==> src/rtl/sil_pkg.sv <==
// ---------------------------------------------------------------------------
// sil_pkg
// Types and constants shared by the segmented image loader files.
// ---------------------------------------------------------------------------
package sil_pkg;

    typedef enum logic [2:0] {
        PH_HDR_HI   = 3'd0,
        PH_HDR_LO   = 3'd1,
        PH_HDR_LEN  = 3'd2,
        PH_DATA     = 3'd3,
        PH_EXEC_HI  = 3'd4,
        PH_EXEC_LO  = 3'd5,
        PH_WAIT_EOF = 3'd6,
        PH_HALTED   = 3'd7
    } t_phase;

    // result kinds
    localparam logic [1:0] KIND_WRITE  = 2'd0;
    localparam logic [1:0] KIND_FINISH = 2'd1;
    localparam logic [1:0] KIND_FAIL   = 2'd2;

    // write targets (extended bank writes keep the same address)
    localparam logic [1:0] TGT_MAIN    = 2'd0;
    localparam logic [1:0] TGT_MIRROR  = 2'd1;
    localparam logic [1:0] TGT_EXT     = 2'd2;

    // failure causes
    localparam logic [1:0] CAUSE_NONE      = 2'd0;
    localparam logic [1:0] CAUSE_TRUNCATED = 2'd1;
    localparam logic [1:0] CAUSE_PAGE      = 2'd2;
    localparam logic [1:0] CAUSE_TRAILING  = 2'd3;

    localparam logic [15:0] MIRROR_OFS  = 16'h8000;
    localparam logic [6:0]  PAGE_END_HI = 7'h7f;    // low byte 0xfe or 0xff
    localparam logic [1:0]  MASK_ALL    = 2'b11;

endpackage

==> src/rtl/sil_if.sv <==
// ---------------------------------------------------------------------------
// sil_in_if / sil_out_if
// Valid/ready channels for image bytes in and loader results out.
// ---------------------------------------------------------------------------
interface sil_in_if;
    logic       valid;
    logic       ready;
    logic [7:0] byte_value;
    logic       end_of_file;

    modport source (output valid, output byte_value, output end_of_file, input ready);
    modport sink   (input valid, input byte_value, input end_of_file, output ready);
endinterface

interface sil_out_if;
    logic        valid;
    logic        ready;
    logic [1:0]  result_kind;
    logic [15:0] write_address;
    logic [7:0]  write_data;
    logic [1:0]  write_target;
    logic [15:0] exec_address;
    logic [1:0]  channel_mask;
    logic [1:0]  fail_cause;

    modport source (output valid, output result_kind, output write_address,
                    output write_data, output write_target, output exec_address,
                    output channel_mask, output fail_cause, input ready);
    modport sink   (input valid, input result_kind, input write_address,
                    input write_data, input write_target, input exec_address,
                    input channel_mask, input fail_cause, output ready);
endinterface

==> src/rtl/segmented_image_loader.sv <==
// ---------------------------------------------------------------------------
// segmented_image_loader
// Parses a segmented program image byte by byte into memory write requests.
// ---------------------------------------------------------------------------
// Usage:
//   i_req carries one image byte per request, or an end-of-file marker.
//   o_res carries at most one result per input request: a memory write for
//   each data byte, a finish result with the exec address, or a failure with
//   its cause. Header bytes, save a page-crossing length byte (a failure), and
//   exec address bytes give no result. A result appears on o_res in the cycle
//   after its input request. Throughput: one input request per cycle unless
//   o_res stalls; the parse state and the output register are the only stages,
//   so every byte takes one pass through them. i_req.ready is high while the
//   output register is empty or being drained in the same cycle; when the
//   receiver stalls with a result pending, input is held off until that
//   result is taken. Reset (synchronous, active low) returns to expecting a
//   header byte with the channel mask at 3 and the output register empty.
//   After a finish or failure result the loader ignores further input
//   (still accepted, no results) until the next reset.
// ---------------------------------------------------------------------------
module segmented_image_loader
    import sil_pkg::*;
(
    input  logic             i_clk,
    input  logic             i_rst_n,
    sil_in_if.sink           i_req,
    sil_out_if.source        o_res
);

    t_phase      r_phase,   n_phase;
    logic [15:0] r_addr,    n_addr;
    logic [8:0]  r_left,    n_left;
    logic        r_seen,    n_seen;
    logic [7:0]  r_high,    n_high;
    logic [1:0]  r_mask,    n_mask;

    logic        r_valid;
    logic [1:0]  r_kind,    n_kind;
    logic [15:0] r_waddr,   n_waddr;
    logic [7:0]  r_wdata,   n_wdata;
    logic [1:0]  r_target,  n_target;
    logic [15:0] r_exec,    n_exec;
    logic [1:0]  r_cmask,   n_cmask;
    logic [1:0]  r_cause,   n_cause;
    logic        n_emit;

    logic        accept;
    logic [7:0]  b;
    logic [8:0]  seg_len;
    logic [8:0]  last_lo;
    logic [8:0]  left_dec;

    assign i_req.ready = !r_valid || o_res.ready;
    assign accept      = i_req.valid && i_req.ready;
    assign b           = i_req.byte_value;

    // length byte 0 means a full page
    assign seg_len  = (b == 8'd0) ? 9'd256 : {1'b0, b};
    assign last_lo  = {1'b0, r_addr[7:0]} + seg_len - 9'd1;
    assign left_dec = r_left - 9'd1;

    always_comb begin
        n_phase  = r_phase;
        n_addr   = r_addr;
        n_left   = r_left;
        n_seen   = r_seen;
        n_high   = r_high;
        n_mask   = r_mask;
        n_emit   = 1'b0;
        n_kind   = KIND_WRITE;
        n_waddr  = '0;
        n_wdata  = '0;
        n_target = TGT_MAIN;
        n_exec   = '0;
        n_cmask  = r_mask;
        n_cause  = CAUSE_NONE;

        if (accept && r_phase != PH_HALTED) begin
            if (i_req.end_of_file) begin
                n_phase = PH_HALTED;
                n_emit  = 1'b1;
                if (r_phase == PH_WAIT_EOF) begin
                    n_kind = KIND_FINISH;
                    n_exec = r_addr;
                end else begin
                    n_kind  = KIND_FAIL;
                    n_cause = CAUSE_TRUNCATED;
                    n_mask  = MASK_ALL;
                    n_cmask = MASK_ALL;
                end
            end else begin
                unique case (r_phase)
                    PH_HDR_HI: begin
                        if (b == 8'd0 && r_seen) begin
                            n_phase = PH_EXEC_HI;
                        end else begin
                            n_high  = b;
                            n_phase = PH_HDR_LO;
                        end
                    end
                    PH_HDR_LO: begin
                        n_addr  = {r_high, b};
                        n_phase = PH_HDR_LEN;
                    end
                    PH_HDR_LEN: begin
                        if (last_lo[8]) begin
                            n_phase = PH_HALTED;
                            n_emit  = 1'b1;
                            n_kind  = KIND_FAIL;
                            n_cause = CAUSE_PAGE;
                            n_mask  = MASK_ALL;
                            n_cmask = MASK_ALL;
                        end else begin
                            // segment ending at xFE/xFF of pages 1..4 trims the mask
                            if (last_lo[7:1] == PAGE_END_HI
                                    && r_high >= 8'd1 && r_high <= 8'd4) begin
                                n_mask = (r_high >= 8'd2) ? (r_mask & 2'b10) : 2'b00;
                            end
                            n_left  = seg_len;
                            n_seen  = 1'b1;
                            n_phase = PH_DATA;
                        end
                    end
                    PH_DATA: begin
                        n_emit  = 1'b1;
                        n_kind  = KIND_WRITE;
                        n_wdata = b;
                        if (r_addr[15]) begin
                            n_target = TGT_EXT;
                            n_waddr  = r_addr;
                        end else if (r_addr[15:8] == 8'd0) begin
                            n_target = TGT_MIRROR;
                            n_waddr  = r_addr + MIRROR_OFS;
                        end else begin
                            n_target = TGT_MAIN;
                            n_waddr  = r_addr;
                        end
                        n_addr = r_addr + 16'd1;
                        n_left = left_dec;
                        if (left_dec == 9'd0) begin
                            n_phase = PH_HDR_HI;
                        end
                    end
                    PH_EXEC_HI: begin
                        n_high  = b;
                        n_phase = PH_EXEC_LO;
                    end
                    PH_EXEC_LO: begin
                        n_addr  = {r_high, b};
                        n_phase = PH_WAIT_EOF;
                    end
                    PH_WAIT_EOF: begin
                        n_phase = PH_HALTED;
                        n_emit  = 1'b1;
                        n_kind  = KIND_FAIL;
                        n_cause = CAUSE_TRAILING;
                        n_mask  = MASK_ALL;
                        n_cmask = MASK_ALL;
                    end
                    PH_HALTED: begin
                        n_phase = PH_HALTED;
                    end
                endcase
            end
        end
    end

    always_ff @(posedge i_clk) begin
        if (!i_rst_n) begin
            r_phase <= PH_HDR_HI;
            r_addr  <= '0;
            r_left  <= '0;
            r_seen  <= 1'b0;
            r_high  <= '0;
            r_mask  <= MASK_ALL;
            r_valid <= 1'b0;
        end else begin
            r_phase <= n_phase;
            r_addr  <= n_addr;
            r_left  <= n_left;
            r_seen  <= n_seen;
            r_high  <= n_high;
            r_mask  <= n_mask;
            if (n_emit) begin
                r_valid <= 1'b1;
            end else if (o_res.ready) begin
                r_valid <= 1'b0;
            end
        end
    end

    always_ff @(posedge i_clk) begin
        if (n_emit) begin
            r_kind   <= n_kind;
            r_waddr  <= n_waddr;
            r_wdata  <= n_wdata;
            r_target <= n_target;
            r_exec   <= n_exec;
            r_cmask  <= n_cmask;
            r_cause  <= n_cause;
        end
    end

    assign o_res.valid         = r_valid;
    assign o_res.result_kind   = r_kind;
    assign o_res.write_address = r_waddr;
    assign o_res.write_data    = r_wdata;
    assign o_res.write_target  = r_target;
    assign o_res.exec_address  = r_exec;
    assign o_res.channel_mask  = r_cmask;
    assign o_res.fail_cause    = r_cause;

endmodule

==> src/flat_wrapper.sv <==
// flat-port wrapper written by rule: the top's interface ports become plain ports
module segmented_image_loader_flat import sil_pkg::*;
  (i_clk, i_rst_n, i_req_valid, i_req_byte_value, i_req_end_of_file, i_req_ready, o_res_valid, o_res_result_kind, o_res_write_address, o_res_write_data, o_res_write_target, o_res_exec_address, o_res_channel_mask, o_res_fail_cause, o_res_ready);
  sil_in_if i_req_i ();
  sil_out_if o_res_i ();
  input  logic i_clk;
  input  logic i_rst_n;
  input wire logic [$bits(i_req_i.valid)-1:0] i_req_valid;
  input wire logic [$bits(i_req_i.byte_value)-1:0] i_req_byte_value;
  input wire logic [$bits(i_req_i.end_of_file)-1:0] i_req_end_of_file;
  output wire logic [$bits(i_req_i.ready)-1:0] i_req_ready;
  output wire logic [$bits(o_res_i.valid)-1:0] o_res_valid;
  output wire logic [$bits(o_res_i.result_kind)-1:0] o_res_result_kind;
  output wire logic [$bits(o_res_i.write_address)-1:0] o_res_write_address;
  output wire logic [$bits(o_res_i.write_data)-1:0] o_res_write_data;
  output wire logic [$bits(o_res_i.write_target)-1:0] o_res_write_target;
  output wire logic [$bits(o_res_i.exec_address)-1:0] o_res_exec_address;
  output wire logic [$bits(o_res_i.channel_mask)-1:0] o_res_channel_mask;
  output wire logic [$bits(o_res_i.fail_cause)-1:0] o_res_fail_cause;
  input wire logic [$bits(o_res_i.ready)-1:0] o_res_ready;
  assign i_req_i.valid = i_req_valid;
  assign i_req_i.byte_value = i_req_byte_value;
  assign i_req_i.end_of_file = i_req_end_of_file;
  assign i_req_ready = i_req_i.ready;
  assign o_res_valid = o_res_i.valid;
  assign o_res_result_kind = o_res_i.result_kind;
  assign o_res_write_address = o_res_i.write_address;
  assign o_res_write_data = o_res_i.write_data;
  assign o_res_write_target = o_res_i.write_target;
  assign o_res_exec_address = o_res_i.exec_address;
  assign o_res_channel_mask = o_res_i.channel_mask;
  assign o_res_fail_cause = o_res_i.fail_cause;
  assign o_res_i.ready = o_res_ready;
  segmented_image_loader u_core (.i_clk(i_clk), .i_rst_n(i_rst_n), .i_req(i_req_i), .o_res(o_res_i));
endmodule
==> config.mk <==
export PLATFORM = sky130hd
export DESIGN_NAME = segmented_image_loader_flat
export DESIGN_NICKNAME = d
export VERILOG_FILES = /design/src/rtl/sil_pkg.sv /design/src/rtl/sil_if.sv /design/src/rtl/segmented_image_loader.sv /design/src/flat_wrapper.sv
export SDC_FILE = /design/constraint.sdc
export NUM_CORES = 1
export LEC_CHECK = 0
export BUFFER_PORTS_ARGS = -buffer_cell sky130_fd_sc_hd__buf_2
export CAP_MARGIN = 20
export CORE_MARGIN = 10
export CORE_UTILIZATION = 35
export DETAILED_ROUTE_END_ITERATION = 12
export GPL_ROUTABILITY_DRIVEN = 0
export REMOVE_ABC_BUFFERS = 1
export SKIP_LAST_GASP = 1
export SLEW_MARGIN = 30
export SYNTH_ARGS = -nofsm -noshare
export SYNTH_HDL_FRONTEND = slang
export SYNTH_SLANG_ARGS = --single-unit
==> constraint.sdc <==
create_clock -name i_clk -period 11 [get_ports i_clk]
set_clock_uncertainty 0.1 [all_clocks]
set_input_delay 1.1 -clock i_clk [delete_from_list [all_inputs] [get_ports i_clk]]
set_output_delay 1.1 -clock i_clk [all_outputs]
set_load 0.02 [all_outputs]
; Word level (Yosys, flattened, before mapping)
; Index checks and enable logic that the tools add are counted.
[totals]
latchBits = 0
wordCells = 109
ram_bits = 0
register_bits = 88
rom_bits = 0
memories = 0
in_bits = 13
[op_classes]
n_eq_ne = 14
mul = 0
div_mod_pow = 0
n_addsub = 5
magnitude_cmp = 3
mux = 38
reduce_logical = 29
shift = 0
bitwise_logic = 4
[op_table]
columns = operator, n
row1 = 16-bit 2-to-1 mux, 2
row2 = 16-bit case mux with 2 select lines, 1
row3 = 2-bit 2-to-1 mux, 13
row4 = 3-bit case mux with 7 select lines, 1
row5 = 9-bit 2-to-1 mux, 2
row6 = 9-bit case mux with 2 select lines, 1
row7 = "9-bit by 1-bit subtractor with 9-bit output, second input constant", 2
row8 = "16-bit by 1-bit adder with 16-bit output, second input constant", 1
row9 = "16-bit adder, second input constant", 1
row10 = 8-bit logical NOT, 2
row11 = 2-bit case mux with 2 select lines, 4
row12 = 8-bit case mux with 2 select lines, 1
row13 = 4-bit AND reduction, 4
row14 = "3-bit == test, second input constant", 4
row15 = 3-bit 2-to-1 mux, 4
row16 = 8-bit by 9-bit adder with 9-bit output, 1
row17 = 9-bit logical NOT, 1
row18 = 3-bit AND reduction, 3
row19 = "8-bit by 1-bit >= comparator with 1-bit output, second input constant", 1
row20 = "8-bit by 2-bit >= comparator with 1-bit output, second input constant", 1
row21 = "8-bit by 3-bit <= comparator with 1-bit output, second input constant", 1
row22 = 8-bit 2-to-1 mux, 1
row23 = 2-bit nonzero test, 4
row24 = "7-bit == test, second input constant", 1
row25 = 19 further kinds, 36

; Logic depth before layout (Yosys ltp)
; Gate-level depths: netlist (run 1).
[depth]
word_depth = 11
mapped_depth = 11

; Least setup slack after synthesis (run 1)
; OpenSTA, ideal clock, no wires.
[synth_timing]
path_kind = in2reg
from = input i_req_byte_value[4]
to = register u_core.r_cmask[0], in the netlist u_core.o_res.channel_mask[0] (enable)
setup_ps = 402
t_arrival_ps = 4006
path_slack_ps = 6492
path_buffers = 0
path_stages = 10
t_required_ps = 10498
cell_sequence = inv_1 -> ha_1 -> inv_1 -> ha_1 -> a21o_1 -> a221oi_1 -> o21ai_2 -> xor2_2 -> o21ai_1 -> inv_1
[synth_via]
elab_chain_len = 8
[synth_lines]
columns = element, line_no
row1 = from (decl), flat_wrapper.sv:9  ; input wire logic [$bits(i_req_i.byte_value)-1:0] i_req_byte_value;
row2 = 8-bit logical NOT, segmented_image_loader.sv:58  ; assign seg_len = (b == 8'd0) ? 9'd256 : {1'b0, b};
row3 = 9-bit 2-to-1 mux (*), segmented_image_loader.sv:58
row4 = 8-bit by 9-bit adder with 9-bit output (*), segmented_image_loader.sv:59  ; assign last_lo = {1'b0, r_addr[7:0]} + seg_len - 9'd1;
row5 = 9-bit by 1-bit subtractor with 9-bit output (*), segmented_image_loader.sv:59
row6 = 1-bit 2-to-1 mux (*), segmented_image_loader.sv:106  ; if (last_lo[8]) begin
row7 = 1-bit case mux with 2 select lines (*), segmented_image_loader.sv:92  ; unique case (r_phase)
row8 = 1-bit 2-to-1 mux (*), segmented_image_loader.sv:79  ; if (i_req.end_of_file) begin
row9 = 1-bit 2-to-1 mux (*), segmented_image_loader.sv:78  ; if (accept && r_phase != PH_HALTED) begin
row10 = named net u_core.n_emit, segmented_image_loader.sv:45  ; logic n_emit;
row11 = to (signal assigned), segmented_image_loader.sv:199  ; r_cmask <= n_cmask;
row12 = to (decl), segmented_image_loader.sv:43  ; logic [1:0] r_cmask, n_cmask;
; The timed path passes the listed nets; every way through them passes the cells marked *.
; A chain may end at the register's enable or synchronous reset.

; Worst setup path in the final report (run 1)
; Same ends and word-level chain as after synthesis.

==> results by group, run 1 <==
Critical path
  • WP data arrival: 4.05 ns
  • Setup Crit Path Kind: in -> reg
  • CP required: 10.76 ns
  • Setup crit start kind: input port
  • Setup crit end kind: register
  • Crit Path Max Fanout: 48

Synthesis
  • Mean area per synthesized cell: 9.30 µm²
  • Top FF cell, synth: edfxtp_1
  • Syn Inst Count: 512
  • Number of flops mapped to enable cells by yosys: 48
  • Synthesized area: 0.00476 mm²
  • Register area share after synthesis: 47.1%
  • Ys async rst share: 0%
  • Synthesized flop and latch total: 88
  • Syn. warnings: 0
  • Netlist cell types: 66

CTS
  • Post-CTS Resized: 0
  • Htree depth: 3
  • Clock Pin Slew Worst Setup and Hold Paths: 0.06 ns
  • CTS Hold Bufs: 0
  • CTS buffer count: 9
  • Worst-case clock buffer depth: 2
  • CTS Sinks: 88
  • Clk_lat worst skew: 0.34 ns
  • Post-CTS setup buffers: 0
  • Clock root buffer: clkbuf_16
  • CTS tree: done

Run
  • Max-Cap Viols: 0

Power
  • Max rail drop VDD: 0.0854 mV
  • Power Dens Cells: 147 mW/mm²
  • Pwr Total: 0.808 mW
  • Leak Pwr: 2.22 nW

Die
  • Die X: 137 µm
  • Core area: 0.0133 mm²
  • Die area: 0.0187 mm²
  • Ports: 63
  • Die span in y: 137 µm
  • Initial Utilization: 35.8%
  • Row cnt: 42

Global routing
  • Met3 GRT Util: 3.81%
  • Vias in the first global route: 3,853
  • Most used routing layer in global routing: met2
  • First-pass GRT wire length: 19,900 µm
  • Initial antenna violation count: 0
  • GRT overflow: 0
  • Met2 usage: 21.7%
  • GR Layer Usage met1: 16.9%
  • Largest net degree at the start of global routing: 49
  • GRT Total Usage: 13.4%

Placement
  • Placed Cells incl. Taps: 725
  • Placed Area: 0.00518 mm²
  • Setup WS pre-CTS: 6.29 ns
  • HPWL after DPL: 9130 µm
  • Count of buffers from port buffering: 62

Timing
  • Tcrit/Tclk final: 39.0%
  • Setup violators final: 0
  • Fmax: 233 MHz
  • Period minus WS final: 4.29 ns
  • Unrepaired setup endpoints after global routing: false
  • Fin. Hold Viols: 0
  • Worst-margin pin slew: 0.897 ns
  • Slew Limit Fails: 0
  • Setup total negative slack: 0 ns
  • Worst setup slack after layout: 6.71 ns
  • Slew HR: 39.8%

Cells and area
  • N_diodes: 0
  • Layout Nets: 592
  • Final Non-Filler Cells: 741
  • Most frequent cells in the layout: nor2_1, buf_2, edfxtp_1
  • Commonest non-fill, non-tap cell in the layout: nor2_1
  • Share of layout cells above drive strength 1: 18.1%
  • Area grow syn2layout: 15.2%
  • Post-route cell area: 0.00549 mm²

Drt
  • Via count: 3,914
  • Drt via density: 5.28
  • 1st-iter DRT viols: 384
  • DRT Wirelength: 12,400 µm
  • Routed Antenna Nets: 0
  • DR WL/cell: 16.7 µm
  • Post-route DRC: 0
  • First-pass DRT Iterations: 4

Min path
  • Hold Crit Class: reg -> reg

Run status
  • Outcome: complete, no violations
layer usage:
metal  up-vias  share of wire (%)  wire (µm)
li1       1943                  -          -
met1      1850                 45       5550
met2       106                 47       5850
met3        15                6.8        844
met4         0                1.3        163
met5         -                  0          0
power by group:
group,total (mW),switching [mW],internal [mW]
combinational,0.123,0.0833,0.0395
sequential,0.374,0.0105,0.364
clock,0.311,0.131,0.180
total,0.808,0.225,0.583
synthesized netlist by cell type (4+ instances only):
cell      count  area, µm²
and3_1       23        144
o211ai_1      4       30.0
nor2_1       70        263
mux2i_1       8       80.1
clkbuf_1     21       78.8
nand2_1      34        128
nor3_1       15       75.1
inv_1        35        131
a21oi_1      31        155
dfxtp_1      40        801
a211oi_1      5       37.5
nand3_1      18       90.1
or3_1         5       31.3
a31o_2        4       35.0
nand2b_1      6       37.5
o21ai_0      25        125
and2_1       12       75.1
o31ai_1       4       30.0
ha_1         18        225
edfxtp_1     48       1440
a31oi_1      10       62.6
nor4_1        6       37.5
xnor2_1       6       52.6
layout make-up:
type	instances	area (µm²)
well taps	176	220
clock inverters	6	75.1
repair buffers	63	318
multi-input cells	363	2270
inverters	35	133
flip-flops and latches	88	2240
fillers	1323	7810
clock buffers	10	229
final timing paths:
check | from | endpoint | slack, ns | cells after the start
worst min-delay path | u_core.r_seen$_SDFFE_PN0P_ | u_core.r_seen$_SDFFE_PN0P_ | 0.40 | 1
worst min register to register | u_core.r_seen$_SDFFE_PN0P_ | u_core.r_seen$_SDFFE_PN0P_ | 0.40 | 1
worst max register to register | u_core.r_addr[4]$_SDFFE_PN0P_ | u_core.o_res.channel_mask[0]$_DFFE_PP_ | 7.13 | 10
worst max-delay path | i_req_byte_value[4] | u_core.o_res.channel_mask[0]$_DFFE_PP_ | 6.71 | 11
state kept, by name, indices dropped and copies added, names as in the netlist:
register / cells
u_core.o_res.write_target: 2
u_core.r_high: 8
u_core.r_left: 9
u_core.o_res.write_address: 16
u_core.o_res.write_data: 8
u_core.o_res.exec_address: 16
u_core.o_res.result_kind: 2
u_core.o_res.channel_mask: 2
u_core.r_mask: 2
u_core.r_seen: 1
u_core.o_res.valid: 1
u_core.r_phase: 3
u_core.o_res.fail_cause: 2
u_core.r_addr: 16
cell families (layout without fill, tap and decap cells):
group,count (synthesis),count (layout),share of synthesized area (%)
AO/OA/AOI/OAI,116,116,16.0
AND/OR/NAND/NOR,211,211,22.5
multiplexers,10,10,2.39
buffers and inverters,61,114,5.44
XOR/XNOR,7,7,1.45
adder cells (fa/ha/maj),19,19,5.15
flip-flops,88,88,47.1
metrics by stage:
step                hold WS, ns  util [%]
global route              0.439      41.3
detailed placement        0.380      38.9
global placement          0.376      38.9
floorplan                 0.354         -
CTS                       0.404      41.2
finish                    0.403      41.3
worst max-delay path: stages:
cell,delay (ns)
buf_2,0.14
inv_1,0.09
ha_1,0.28
inv_1,0.04
ha_1,0.34
a21o_1,0.20
a221oi_1,0.44
o21ai_2,0.21
xor2_2,0.27
o21ai_1,0.27
clkinv_2,0.62
Power figures use the tool's default switching activity.
==> run 2, diff against run 1 <==
==> constraint.sdc (replaced) <==
create_clock -name i_clk -period 3.9 [get_ports i_clk]
set_clock_uncertainty 0.1 [all_clocks]
set_input_delay 0.39 -clock i_clk [delete_from_list [all_inputs] [get_ports i_clk]]
set_output_delay 0.39 -clock i_clk [all_outputs]
set_load 0.02 [all_outputs]
==> results by group, run 2 (synthesis results as in run 1) <==
Critical path
  • Crit Path Max Fanout: 40
  • WP data arrival: 3.54 ns
  • CP required: 3.84 ns
  • Setup Crit Path Kind: reg -> reg
  • Cell depth of the worst flop-to-flop path: 11
  • Crit-path max cell delay: 0.48 ns
  • Setup crit start kind: register
  • Setup crit end kind: register
  • R2R setup slack: 0.30 ns
  • Critical-path top delay cell: a221oi_1
  • Critical-path cell list: inv_1 -> ha_1 -> inv_1 -> ha_1 -> a21o_1 -> a221oi_1 -> o21ai_2 -> xor2_2 -> o21ai_1 -> inv_2 -> buf_12

Die
  • Ports: 63
  • Row cnt: 42
  • Die area: 0.0187 mm²
  • Initial Utilization: 35.8%
  • Core area: 0.0133 mm²
  • Die span in y: 137 µm
  • Die X: 137 µm

Timing
  • Unrepaired setup endpoints after global routing: false
  • Setup total negative slack: 0 ns
  • Setup violators final: 0
  • Fmax: 278 MHz
  • Fin. Hold Viols: 0
  • Tcrit/Tclk final: 92.2%
  • Slew HR: 34.9%
  • Worst-margin pin slew: 0.951 ns
  • Period minus WS final: 3.60 ns
  • Slew Limit Fails: 0
  • Worst setup slack after layout: 0.305 ns

CTS
  • Clk_lat worst skew: 0.35 ns
  • Htree depth: 3
  • Clock root buffer: clkbuf_16
  • Clock Pin Slew Worst Setup and Hold Paths: 0.06 ns
  • Post-CTS setup buffers: 0
  • CTS Sinks: 88
  • Worst-case clock buffer depth: 2
  • CTS buffer count: 9
  • CTS Hold Bufs: 0
  • Post-CTS Resized: 0
  • CTS tree: done

Drt
  • Drt via density: 5.41
  • DRT Wirelength: 12,800 µm
  • Routed Antenna Nets: 0
  • First-pass DRT Iterations: 5
  • 1st-iter DRT viols: 369
  • Post-route DRC: 0
  • DR WL/cell: 17.2 µm
  • Via count: 4,023

Cells and area
  • Commonest non-fill, non-tap cell in the layout: nor2_1
  • Share of layout cells above drive strength 1: 18.3%
  • Area grow syn2layout: 16.3%
  • Register Area: 0.00224 mm²
  • N_diodes: 0
  • Layout Nets: 594
  • # fillers: 1,312
  • Multi-input logic area: 0.00226 mm²
  • Most frequent cells in the layout: nor2_1, buf_2, edfxtp_1

Global routing
  • GRT overflow: 0
  • Most used routing layer in global routing: met2
  • Largest net degree at the start of global routing: 41
  • Met3 GRT Util: 4.55%
  • Met2 usage: 23.1%
  • Initial antenna violation count: 1
  • GRT Total Usage: 13.8%
  • Vias in the first global route: 3,984
  • GR Layer Usage met1: 15.8%
  • First-pass GRT wire length: 20,200 µm

Min path
  • WHS Path Cells: 3
  • Hold Crit Class: in -> reg

Power
  • Power Dens Cells: 430 mW/mm²
  • Max rail drop VDD: 0.191 mV
  • Leak Pwr: 2.26 nW

Placement
  • HPWL after DPL: 9270 µm
  • Count of buffers from port buffering: 62
  • Setup WS pre-CTS: 0.212 ns

Run
  • Max-Cap Viols: 0

Run status
  • Outcome: complete, no violations
## run 2: routing by layer
layer | routed length [µm] | share of wire [%] | vias to the layer above
met1 | 5500 | 43 | 1911
met4 | 294 | 2.3 | 2
met2 | 6080 | 48 | 131
met3 | 910 | 7.1 | 24
met5 | 11 | 0.086 | -
li1 | - | - | 1955
## run 2: final timing paths
kind	start	to
worst max-delay path	u_core.r_addr[4]$_SDFFE_PN0P_	u_core.o_res.exec_address[12]$_SDFFCE_PN0P_
worst min-delay path	i_req_byte_value[3]	u_core.r_high[3]$_SDFFE_PN0P_
worst max register to register	u_core.r_addr[4]$_SDFFE_PN0P_	u_core.o_res.exec_address[12]$_SDFFCE_PN0P_
worst min register to register	u_core.r_seen$_SDFFE_PN0P_	u_core.r_seen$_SDFFE_PN0P_
## run 2: final cells by class
| cell class | instances | share of cell area [%] |
|---|---|---|
| multi-input cells | 363 | 40.9 |
| flip-flops and latches | 88 | 40.5 |
| repair buffers | 65 | 6.23 |
| clock buffers | 10 | 4.31 |
| well taps | 176 | 3.98 |
| inverters | 35 | 2.37 |
| clock inverters | 6 | 1.76 |
## run 2: worst max-delay path, delay by kind of cell (launching register included)
family | cells | cell delay (ns)
AO/OA/AOI/OAI | 4 | 1.07
XOR/XNOR | 1 | 0.42
adder cells (fa/ha/maj) | 2 | 0.64
buffers and inverters | 4 | 0.63
flip-flops | 1 | 0.40
## run 2: stage by stage
step / utilization (%) / power [mW] / area, µm² / cells / hold WS, ns
after floorplan: - / 1.31 / 4630 / 486 / 0.354
after detailed placement: 39.1 / 1.43 / 5200 / 727 / 0.374
final: 41.7 / 2.38 / 5540 / 743 / 0.229
after global placement: 39.1 / 1.43 / 5200 / 727 / 0.375
after global routing: 41.7 / 2.47 / 5540 / 743 / 0.237
after CTS: 41.6 / 2.39 / 5540 / 743 / 0.222
## run 2: power breakdown
| part | switching (mW) | internal, mW | total (mW) |
|---|---|---|---|
| clock | 0.380 | 0.589 | 0.968 |
| combinational | 0.242 | 0.116 | 0.358 |
| sequential | 0.0288 | 1.02 | 1.05 |
| total | 0.650 | 1.73 | 2.38 |
